--- src/rtl/pfe_pkg.sv ---
// ============================================================================
// Postfix evaluator package
// Shared constants, character codes, status codes and the request and
// response structs that pass between the sequencer and the arithmetic unit.
// ============================================================================
package pfe_pkg;

    localparam int STACK_DEPTH = 16;
    localparam int DATA_W      = 32;
    localparam int CNT_W       = $clog2(STACK_DEPTH + 1);
    localparam int ADDR_W      = (STACK_DEPTH > 1) ? $clog2(STACK_DEPTH) : 1;
    localparam int ITER_W      = $clog2(DATA_W);
    localparam int SYM_W       = 8;

    localparam logic [SYM_W-1:0] CH_EQ    = 8'h3D;
    localparam logic [SYM_W-1:0] CH_ZERO  = 8'h30;
    localparam logic [SYM_W-1:0] CH_NINE  = 8'h39;
    localparam logic [SYM_W-1:0] CH_PLUS  = 8'h2B;
    localparam logic [SYM_W-1:0] CH_MINUS = 8'h2D;
    localparam logic [SYM_W-1:0] CH_STAR  = 8'h2A;
    localparam logic [SYM_W-1:0] CH_SLASH = 8'h2F;
    localparam logic [SYM_W-1:0] CH_SPACE = 8'h20;

    typedef enum logic [1:0] {
        ST_OK        = 2'd0,
        ST_MALFORMED = 2'd1,
        ST_DIVZERO   = 2'd2,
        ST_OVERFLOW  = 2'd3
    } status_t;

    typedef enum logic [1:0] {
        ALU_ADD = 2'd0,
        ALU_SUB = 2'd1,
        ALU_MUL = 2'd2,
        ALU_DIV = 2'd3
    } alu_op_t;

    typedef struct packed {
        logic    start;
        alu_op_t op;
    } alu_req_t;

    typedef struct packed {
        logic              done;
        logic [DATA_W-1:0] result;
    } alu_rsp_t;

endpackage

--- src/rtl/pfe_alu.sv ---
// ============================================================================
// Postfix evaluator arithmetic unit
// Add and subtract in one step, multiply by shift and add, and signed
// division by restoring steps on magnitudes, one bit per cycle.
// ============================================================================
module pfe_alu import pfe_pkg::*; (
    input  logic              aclk,
    input  logic              aresetn,
    input  alu_req_t          req,
    input  logic [DATA_W-1:0] opa,
    input  logic [DATA_W-1:0] opb,
    output alu_rsp_t          rsp
);

    typedef enum logic [1:0] {A_IDLE, A_RUN, A_FIN} alu_state_t;

    alu_state_t        state_reg, state_next;
    alu_op_t           op_reg, op_next;
    logic [ITER_W-1:0] iter_reg, iter_next;
    logic              neg_reg, neg_next;
    logic [DATA_W-1:0] acc_reg, acc_next;
    logic [DATA_W-1:0] x_reg, x_next;
    logic [DATA_W-1:0] y_reg, y_next;

    logic [DATA_W:0]   shifted;
    logic [DATA_W:0]   diff;
    logic [DATA_W-1:0] mag_a;
    logic [DATA_W-1:0] mag_b;

    always_comb begin
        mag_a   = opa[DATA_W-1] ? (~opa + 1'b1) : opa;
        mag_b   = opb[DATA_W-1] ? (~opb + 1'b1) : opb;
        shifted = {acc_reg, y_reg[DATA_W-1]};
        diff    = shifted - {1'b0, x_reg};

        state_next = state_reg;
        op_next    = op_reg;
        iter_next  = iter_reg;
        neg_next   = neg_reg;
        acc_next   = acc_reg;
        x_next     = x_reg;
        y_next     = y_reg;

        unique case (state_reg)
            A_IDLE: begin
                if (req.start) begin
                    op_next   = req.op;
                    iter_next = ITER_W'(DATA_W - 1);
                    neg_next  = 1'b0;
                    unique case (req.op)
                        ALU_ADD: begin
                            acc_next   = opa + opb;
                            state_next = A_FIN;
                        end
                        ALU_SUB: begin
                            acc_next   = opa - opb;
                            state_next = A_FIN;
                        end
                        ALU_MUL: begin
                            acc_next   = '0;
                            x_next     = opa;
                            y_next     = opb;
                            state_next = A_RUN;
                        end
                        default: begin
                            acc_next   = '0;
                            x_next     = mag_b;
                            y_next     = mag_a;
                            neg_next   = opa[DATA_W-1] ^ opb[DATA_W-1];
                            state_next = A_RUN;
                        end
                    endcase
                end
            end
            A_RUN: begin
                if (op_reg == ALU_MUL) begin
                    if (y_reg[0]) begin
                        acc_next = acc_reg + x_reg;
                    end
                    x_next = {x_reg[DATA_W-2:0], 1'b0};
                    y_next = {1'b0, y_reg[DATA_W-1:1]};
                end else begin
                    if (!diff[DATA_W]) begin
                        acc_next = diff[DATA_W-1:0];
                        y_next   = {y_reg[DATA_W-2:0], 1'b1};
                    end else begin
                        acc_next = shifted[DATA_W-1:0];
                        y_next   = {y_reg[DATA_W-2:0], 1'b0};
                    end
                end
                iter_next = iter_reg - 1'b1;
                if (iter_reg == '0) begin
                    state_next = A_FIN;
                end
            end
            A_FIN: begin
                state_next = A_IDLE;
            end
            default: begin
                state_next = A_IDLE;
            end
        endcase
    end

    always_ff @(posedge aclk) begin
        if (!aresetn) begin
            state_reg <= A_IDLE;
        end else begin
            state_reg <= state_next;
        end
        op_reg   <= op_next;
        iter_reg <= iter_next;
        neg_reg  <= neg_next;
        acc_reg  <= acc_next;
        x_reg    <= x_next;
        y_reg    <= y_next;
    end

    // The quotient sits in the shift register; its sign is applied on the way out.
    assign rsp.done   = (state_reg == A_FIN);
    assign rsp.result = (op_reg == ALU_DIV) ? (neg_reg ? (~y_reg + 1'b1) : y_reg) : acc_reg;

endmodule

--- src/rtl/postfix_expression_evaluator_core.sv ---
// ============================================================================
// Postfix expression evaluator core
// Takes one character per beat and reports one value and status per '='.
// ============================================================================
// Flow for a user: a digit, a space, an unknown character or any character
// after an error is taken at once. A '+' or '-' holds the input while the
// operands are read from the stack, pass once through the arithmetic unit and
// the result is written back. A '*' or '/' holds it longer, because the single
// shared arithmetic unit works one bit per cycle over 32 iterations. A '='
// reads the stack and then waits for the result register to be free. The
// result register lets further characters be taken while a result waits to
// be read. The operand stack is a small memory with two registered read ports
// and one write port; it needs no clearing, since only entries below the
// count are ever read.
module postfix_expression_evaluator_core import pfe_pkg::*; (
    input  logic        aclk,
    input  logic        aresetn,
    input  logic        s_tvalid,
    output logic        s_tready,
    input  logic [7:0]  s_tdata,   // [7:0] symbol
    output logic        m_tvalid,
    input  logic        m_tready,
    output logic [39:0] m_tdata    // [31:0] value, [33:32] status, rest zero
);

    typedef enum logic [2:0] {S_IDLE, S_FETCH, S_CALC, S_EQ, S_EMIT} state_t;

    state_t            state_reg, state_next;
    logic [CNT_W-1:0]  cnt_reg, cnt_next;
    status_t           err_reg, err_next;
    alu_op_t           op_reg, op_next;
    logic [DATA_W-1:0] pend_value_reg, pend_value_next;
    status_t           pend_status_reg, pend_status_next;
    logic              m_valid_reg, m_valid_next;
    logic [DATA_W-1:0] m_value_reg, m_value_next;
    status_t           m_status_reg, m_status_next;

    // Operand stack and its ports.
    logic [DATA_W-1:0] stack_mem [STACK_DEPTH];
    logic              wr_en;
    logic [ADDR_W-1:0] wr_addr;
    logic [DATA_W-1:0] wr_data;
    logic              rd_en;
    logic [ADDR_W-1:0] rd_top_addr;
    logic [ADDR_W-1:0] rd_low_addr;
    logic [DATA_W-1:0] rd_top_reg;
    logic [DATA_W-1:0] rd_low_reg;

    alu_req_t alu_req;
    alu_rsp_t alu_rsp;

    logic             accept;
    logic [SYM_W-1:0] sym;
    logic             is_digit;
    logic             is_oper;
    logic [CNT_W-1:0] cnt_m1;
    logic [CNT_W-1:0] cnt_m2;

    assign s_tready = (state_reg == S_IDLE);
    assign accept   = s_tvalid && s_tready;
    assign sym      = s_tdata;
    assign is_digit = (sym >= CH_ZERO) && (sym <= CH_NINE);
    assign is_oper  = (sym == CH_PLUS) || (sym == CH_MINUS) ||
                      (sym == CH_STAR) || (sym == CH_SLASH);
    assign cnt_m1   = cnt_reg - CNT_W'(1);
    assign cnt_m2   = cnt_reg - CNT_W'(2);

    always_comb begin
        state_next       = state_reg;
        cnt_next         = cnt_reg;
        err_next         = err_reg;
        op_next          = op_reg;
        pend_value_next  = pend_value_reg;
        pend_status_next = pend_status_reg;
        m_valid_next     = m_valid_reg;
        m_value_next     = m_value_reg;
        m_status_next    = m_status_reg;

        wr_en       = 1'b0;
        wr_addr     = cnt_reg[ADDR_W-1:0];
        wr_data     = DATA_W'(sym - CH_ZERO);
        rd_en       = 1'b0;
        rd_top_addr = cnt_m1[ADDR_W-1:0];
        rd_low_addr = cnt_m2[ADDR_W-1:0];
        alu_req     = '{start: 1'b0, op: op_reg};

        // The result register drains independently of the sequencer.
        if (m_valid_reg && m_tready) begin
            m_valid_next = 1'b0;
        end

        unique case (state_reg)
            S_IDLE: begin
                if (accept) begin
                    if (sym == CH_EQ) begin
                        // The expression ends here; the stack and the error clear at once.
                        cnt_next = '0;
                        err_next = ST_OK;
                        if (err_reg == ST_OK && cnt_reg == CNT_W'(1)) begin
                            rd_en       = 1'b1;
                            rd_low_addr = '0;
                            state_next  = S_EQ;
                        end else begin
                            pend_value_next  = '0;
                            pend_status_next = (err_reg == ST_OK) ? ST_MALFORMED : err_reg;
                            state_next       = S_EMIT;
                        end
                    end else if (err_reg != ST_OK || sym == CH_SPACE) begin
                        // Ignored until the next '='.
                    end else if (is_digit) begin
                        if (cnt_reg >= CNT_W'(STACK_DEPTH)) begin
                            err_next = ST_OVERFLOW;
                        end else begin
                            wr_en    = 1'b1;
                            cnt_next = cnt_reg + CNT_W'(1);
                        end
                    end else if (!is_oper) begin
                        err_next = ST_MALFORMED;
                    end else if (cnt_reg < CNT_W'(2)) begin
                        err_next = ST_MALFORMED;
                    end else begin
                        rd_en      = 1'b1;
                        state_next = S_FETCH;
                        case (sym)
                            CH_PLUS:  op_next = ALU_ADD;
                            CH_MINUS: op_next = ALU_SUB;
                            CH_STAR:  op_next = ALU_MUL;
                            default:  op_next = ALU_DIV;
                        endcase
                    end
                end
            end
            S_FETCH: begin
                // The right operand is on top; a zero divisor leaves the stack as it is.
                if (op_reg == ALU_DIV && rd_top_reg == '0) begin
                    err_next   = ST_DIVZERO;
                    state_next = S_IDLE;
                end else begin
                    alu_req.start = 1'b1;
                    state_next    = S_CALC;
                end
            end
            S_CALC: begin
                if (alu_rsp.done) begin
                    wr_en      = 1'b1;
                    wr_addr    = cnt_m2[ADDR_W-1:0];
                    wr_data    = alu_rsp.result;
                    cnt_next   = cnt_m1;
                    state_next = S_IDLE;
                end
            end
            S_EQ: begin
                pend_value_next  = rd_low_reg;
                pend_status_next = ST_OK;
                state_next       = S_EMIT;
            end
            S_EMIT: begin
                if (!m_valid_reg || m_tready) begin
                    m_valid_next  = 1'b1;
                    m_value_next  = pend_value_reg;
                    m_status_next = pend_status_reg;
                    state_next    = S_IDLE;
                end
            end
            default: begin
                state_next = S_IDLE;
            end
        endcase
    end

    always_ff @(posedge aclk) begin
        if (!aresetn) begin
            state_reg   <= S_IDLE;
            cnt_reg     <= '0;
            err_reg     <= ST_OK;
            m_valid_reg <= 1'b0;
        end else begin
            state_reg   <= state_next;
            cnt_reg     <= cnt_next;
            err_reg     <= err_next;
            m_valid_reg <= m_valid_next;
        end
        op_reg          <= op_next;
        pend_value_reg  <= pend_value_next;
        pend_status_reg <= pend_status_next;
        m_value_reg     <= m_value_next;
        m_status_reg    <= m_status_next;
    end

    always_ff @(posedge aclk) begin
        if (wr_en) begin
            stack_mem[wr_addr] <= wr_data;
        end
        if (rd_en) begin
            rd_top_reg <= stack_mem[rd_top_addr];
            rd_low_reg <= stack_mem[rd_low_addr];
        end
    end

    pfe_alu u_alu (
        .aclk    (aclk),
        .aresetn (aresetn),
        .req     (alu_req),
        .opa     (rd_low_reg),
        .opb     (rd_top_reg),
        .rsp     (alu_rsp)
    );

    assign m_tvalid = m_valid_reg;
    assign m_tdata  = {6'b0, m_status_reg, m_value_reg};

`ifndef SYNTH
    // The count never passes the depth of the stack.
    assert property (@(posedge aclk) disable iff (!aresetn)
        cnt_reg <= CNT_W'(STACK_DEPTH))
        else $error("stack count beyond depth");

    // The arithmetic unit finishes only while the sequencer waits for it.
    assert property (@(posedge aclk) disable iff (!aresetn)
        alu_rsp.done |-> state_reg == S_CALC)
        else $error("arithmetic result with no waiting operator");

    // A terminator always leaves an empty stack and no error behind.
    assert property (@(posedge aclk) disable iff (!aresetn)
        (accept && sym == CH_EQ) |=> (cnt_reg == '0 && err_reg == ST_OK))
        else $error("expression state not cleared after terminator");

    // A failed expression never reports a nonzero value.
    assert property (@(posedge aclk) disable iff (!aresetn)
        (m_valid_reg && m_status_reg != ST_OK) |-> m_value_reg == '0)
        else $error("value reported with an error status");
`endif

endmodule
--- config.mk ---
export PLATFORM = sky130hd
export DESIGN_NAME = postfix_expression_evaluator_core
export DESIGN_NICKNAME = d
export VERILOG_FILES = /design/src/rtl/pfe_pkg.sv /design/src/rtl/pfe_alu.sv /design/src/rtl/postfix_expression_evaluator_core.sv
export SDC_FILE = /design/constraint.sdc
export NUM_CORES = 2
export LEC_CHECK = 0
export BUFFER_PORTS_ARGS = -buffer_cell sky130_fd_sc_hd__buf_2
export CAP_MARGIN = 15
export CORE_MARGIN = 8
export CORE_UTILIZATION = 40
export CTS_BUF_LIST = sky130_fd_sc_hd__clkbuf_4
export CTS_CLUSTER_SIZE = 40
export DETAILED_ROUTE_END_ITERATION = 16
export GPL_TIMING_DRIVEN = 0
export PLACE_DENSITY = 0.6
export SLEW_MARGIN = 0
export SYNTH_ARGS = -nofsm -noshare
export SYNTH_HDL_FRONTEND = slang
export SYNTH_HIERARCHICAL = 1
export SYNTH_SLANG_ARGS = --single-unit
--- constraint.sdc ---
create_clock -name aclk -period 8.75 [get_ports aclk]
set_input_delay 1.3125 -clock aclk [delete_from_list [all_inputs] [get_ports aclk]]
set_output_delay 1.3125 -clock aclk [all_outputs]
set_load 0.05 [all_outputs]
# Yosys cells after proc, flatten, opt, wreduce, memory -nomap -nowiden
# Memory sizes are Yosys's and may differ from the RTL's. A register that Yosys moved wholly into a read port is not among the register bits.
# Index checks and enable logic that the tools add are counted.
# op_classes
addsub,12
eq_ne,37
muxes,92
reduce_logical,36
bitwise_logic,8
order_cmp,4
# op_table
cell,n
32-bit two-way mux,17
32-bit one-hot mux with 2 select lines,7
"32-bit by 1-bit adder with 32-bit output, second input constant",3
32-bit inverter,3
32-bit adder,2
"8-bit by 6-bit equality test with 1-bit output, second input constant",6
5-bit two-way mux,7
33-bit by 32-bit subtractor with 33-bit output,1
32-bit logical NOT,1
2-bit two-way mux,16
32-bit subtractor,1
3-bit two-way mux,9
4-bit two-way mux,6
1-bit two-way mux,22
5-bit one-hot mux with 2 select lines,2
3-bit one-hot mux with 5 select lines,1
7-bit AND reduction,2
"2-bit inequality test, second input constant",6
2-bit one-hot mux with 2 select lines,3
6-bit AND reduction,2
"2-bit equality test, second input constant",5
2-bit nonzero test,5
"5-bit by 1-bit subtractor with 5-bit output, second input constant",2
"3-bit inequality test, second input constant",3
other kinds (32),57
# totals
mem_count,1
reg_bits,187
inputBits,12
ram_bits,512
elab_cells,206
out_inout_bits,42
# memory_table
name,depth,width,read_ports,rd_ports_with_merged_regs,wr,line_no,rtl
stack_mem,16,32,2,2,1,postfix_expression_evaluator_core.sv:39,logic [DATA_W-1:0] stack_mem [STACK_DEPTH];

# Depth between registers and ports, before layout
# logic_depth
depth_word,10
ltp_mapped,18
ltp_nobuf,18

# Cells and area by module
# Netlist, hierarchy kept.
# modules_own_cells
mod,instances,cells_each,area_each_um2,seq_area_each_um2
postfix_expression_evaluator_core,1,1841,29752.3,19618.8
pfe_alu,1,1676,13086.3,3163.0

# Worst setup path after synthesis
# No wires, ideal clock.
# synth_timing
path_type,input port to flip-flop
startpoint,input port s_tdata[4]
endpoint,"memory stack_mem[4][0], enable pin"
t_arrival_ns,4.027
stages,8
required_time_ns,8.329
slack_ns,4.302
setup_time_ns,0.421
path_cell_list,ha_1 > inv_1 > o41ai_1 > and4_1 > o211ai_2 > buf_4 > nand3b_1 > nor2_1
# synth_between
elab_chain_len,9
elab_cells_between_ends,13
classes_between,order compare (2); eq/ne (2); mux (7); reduce/logical (2)
# synth_rtl
element,line_no,rtl
from (decl),postfix_expression_evaluator_core.sv:20,"input logic [7:0] s_tdata,"
8-bit by 6-bit >= comparator with 1-bit output or 8-bit by 6-bit less-or-equal comparator with 1-bit output (tied branches),postfix_expression_evaluator_core.sv:62,assign is_digit = (sym >= CH_ZERO) && (sym <= CH_NINE);
1-bit logical AND,postfix_expression_evaluator_core.sv:62,
1-bit two-way mux,postfix_expression_evaluator_core.sv:110,end else if (is_digit) begin
1-bit two-way mux,postfix_expression_evaluator_core.sv:108,end else if (err_reg != ST_OK || sym == CH_SPACE) begin
1-bit two-way mux (*),postfix_expression_evaluator_core.sv:95,if (sym == CH_EQ) begin
1-bit two-way mux (*),postfix_expression_evaluator_core.sv:94,if (accept) begin
1-bit one-hot mux with 2 select lines (*),postfix_expression_evaluator_core.sv:92,unique case (state_reg)
1-bit two-way mux (*),postfix_expression_evaluator_core.sv:191,if (wr_en) begin
1-bit two-way mux (not written as such) (*),postfix_expression_evaluator_core.sv:192,stack_mem[wr_addr] <= wr_data;
to (decl),postfix_expression_evaluator_core.sv:39,
# Every way passes the cells marked *; elsewhere a longest branch is shown, timed or not.

==> impl_results.md <==
- Largest net degree at the start of global routing: 65
- CP max-delay cell: o41ai_1
- CTS H-tree depth: 4
- Worst hold path class: reg2reg
- CP Cell Sequence: clkbuf_1 > nand2b_1 > clkbuf_1 > clkbuf_1 > o21ai_0 > fa_1 > nor2b_1 > o21ai_1 > a21boi_1 > o41a_1 > a31oi_1 > o41ai_1 > a211o_1 > o31ai_2 > xnor2_1 > a211o_1
- CP Buf/Inv Count: 3
- Root buf cell: clkbuf_4
- DRT iter0 DRCs: around 3,900
- CTS tree: done
- Synth top area share: 0.5257
- Worst skew pair latency: 1130 ps
- Hpwl dp: 109.0 mm
- DR WL/cell: approximately 28 um
- Num CTS Buffers: 199
- IO Count: 54
- Hold-fix buffers, CTS: 0
- Final setup viols: 0
- Max Root-Sink Buffers: 3
- Area of the die: 117,800 um2
- Chip width: 343.3 um
- Seq/Total Area, Yosys: 0.5318
- Synthesized area per cell: around 12 um2
- Ys Warns: 6
- Final Max Tran Viols: 0
- Vias: 32,930
- Max_cap viols: 0
- Worst Hold End: m_value_reg[12]
- DR pass1 iterations: 6
- CP delay by family, top: compound AO/OA/AOI/OAI gates
- Synthesis-to-layout area growth: 12.17%
- Async S/R FF share, synth: 0
- Fin nets: 3,924
- Synth Flop Type: edfxtp_1
- DRC viols: 0
- Post-Syn Instances: 3,517
- Fraction of layout cells with a size suffix above 1: 0.1862
- Synth unique cells: 98
- Total gr overflow: 0
- Most frequent cell after synthesis: edfxtp_1
- Final instance area: 48,050 um2
- Die extent in y: 343.3 um
- CP arrival: around 7000 ps
- Leading area contributor after synthesis: edfxtp_1
- Worst-path fanout max: 10
- Slew @ Worst Pin: 1326 ps
- CP Data Required Time: between 9000 and 10,000 ps
- Initial antenna violation count: 13
- DRT Wirelength: 151.7 mm
- Worst r2r dst: u_alu/acc_reg[30]
- Worst VDD drop: 0.1037 mV
- Total negative slack: 0 ps
- Unrepaired setup endpoints after global routing: no
- Fin. Hold Viols: 0
- Final design utilization: 0.4508
- Vias in the first global route: 32,330
- First-pass GRT wire length: around 220 mm
- Worst r2r src: op_reg[1]
- R2r setup slk: about 2600 ps
- Synth Register Bits: between 700 and 800
- Leak pwr: ~17 nW
- Placed instance area: 45,550 um2
- Rows: 120
- Clk_skew: 102.4 ps
- Fmax: 161.5 MHz
- Mapped cell area: 42,840 um2
- Biggest register: stack_mem
- Most frequent CP cell: clkbuf_1
- Final min period: 6191 ps
- Post-cts gate resize count: 0
- RD Place Congestion: 0.9586
- Pwr dens: between 150 and 200 nW/um2
- GRT Overall Usage: 0.2515
- Port Buf Inserts: 45
- Synth top cells by count: edfxtp_1, nand2_1, nor2_1
- Critical setup path kind: reg2reg
- Cells on worst reg2reg path: 16
- Max FFs per register: roughly 510
- Worst Hold Launch: pend_value_reg[12]
- Clk pin slew, worst setup/hold paths: 70 ps
- Via-per-instance ratio: 6.138
- Post-synth EDFFs: 750
- Worst rel slew slack: 0.1162
- Worst hold stages: 0
- CP Capture Type: register
- Initial Utilization: 0.4019
- Clk sinks: 763
- Status: finished clean
- Top post-synthesis cells by area: edfxtp_1, mux4_2, nand2_1, ha_1, xor2_1
- Critical path's largest stage delay: a little over 900 ps
- Post-CTS Setup Bufs: 0
- Core Region: 106,600 um2
- CP Launch Type: register
- Part of the cycle the worst path needs: 0.7076
- Post-route ant nets: 0
routing by layer:
metal  track usage  part of all wire  up-vias
met3       0.07114              0.11      453
met2        0.3943              0.45     2054
met1        0.3202              0.38    16140
li1              -                 -    14280
met5             0           0.00018        -
met4        0.1228             0.053        4
cells in the final DEF, fill, tap and decap left out, types with 46 or more instances in the layout:
| cell type | Yosys | routed |
|---|---|---|
| a211oi_1 | 46 | 46 |
| a21oi_1 | 190 | 190 |
| buf_2 | 52 | 98 |
| clkbuf_1 | 116 | 116 |
| clkbuf_4 | 0 | 278 |
| clkinv_1 | 2 | 47 |
| edfxtp_1 | 750 | 750 |
| ha_1 | 108 | 108 |
| inv_1 | 80 | 80 |
| mux2i_1 | 80 | 80 |
| mux4_2 | 196 | 196 |
| nand2_1 | 419 | 419 |
| nand3_1 | 70 | 70 |
| nor2_1 | 231 | 217 |
| o21ai_0 | 221 | 220 |
| xnor2_1 | 67 | 67 |
| xor2_1 | 140 | 140 |
stage by stage:
| step | setup WS [ps] | power [mW] | std cells | hold slack (ps) |
|---|---|---|---|---|
| 3_3_place_gp | 1145 | 4.373 | 4970 | 404.2 |
| 3_5_place_dp | 2789 | 4.379 | 5000 | 404.5 |
| 4_1_cts | 2707 | 7.384 | 5348 | 394.3 |
| 2_1_floorplan | 4302 | 4.261 | 3522 | 400.3 |
| 5_1_grt | 2510 | 7.591 | 5361 | 404.2 |
| 6_report | 2559 | 7.348 | 5365 | 385.3 |
power by group:
group	leakage (nW)	internal (mW)	switching (mW)
logic	8.32	0.0960	0.207
registers	6.91	4.01	0.00395
clock network	1.45	1.48	1.56
worst max-delay path by stage:
stage	from	end	depth (start not counted)
5_1_grt	op_reg[1]	u_alu/acc_reg[30]	16
2_1_floorplan	s_tdata[4]	stack_mem[4][0]	8
4_1_cts	op_reg[1]	u_alu/acc_reg[30]	16
6_report	op_reg[1]	u_alu/acc_reg[30]	16
3_5_place_dp	op_reg[1]	u_alu/acc_reg[30]	16
3_3_place_gp	cnt_reg[1]	stack_mem[7][5]	10
kinds of logic after synthesis:
| group | Yosys count | synth area share |
|---|---|---|
| compound gates | 854 | 0.1290 |
| xor+xnor | 208 | 0.04270 |
| fa+ha+maj | 111 | 0.03295 |
| buf+inv | 301 | 0.03175 |
| flops | 763 | 0.5318 |
| mux | 285 | 0.1241 |
| other cells | 1 | 0.00008754 |
| simple gates | 994 | 0.1076 |
layout make-up:
cell class	instances	area (um2)
plain buffers	219	1052
multi-input cells	2458	18860
diodes	14	35.03
repair buffers	78	817.0
flip-flops and latches	763	22780
well taps	1403	1755
inverters	82	307.8
clock buffers	278	2087
clock inverters	70	352.8
fillers	9942	58550
worst reg2reg max path, stage by stage, from the launching register on:
cell,delay [ps]
edfxtp_1,410
clkbuf_1,390
nand2b_1,340
clkbuf_1,540
clkbuf_1,650
o21ai_0,280
fa_1,490
nor2b_1,140
o21ai_1,90
a21boi_1,280
o41a_1,290
a31oi_1,270
o41ai_1,910
a211o_1,300
o31ai_2,80
xnor2_1,130
a211o_1,290
No activity file was read; power rests on OpenSTA's default activity.
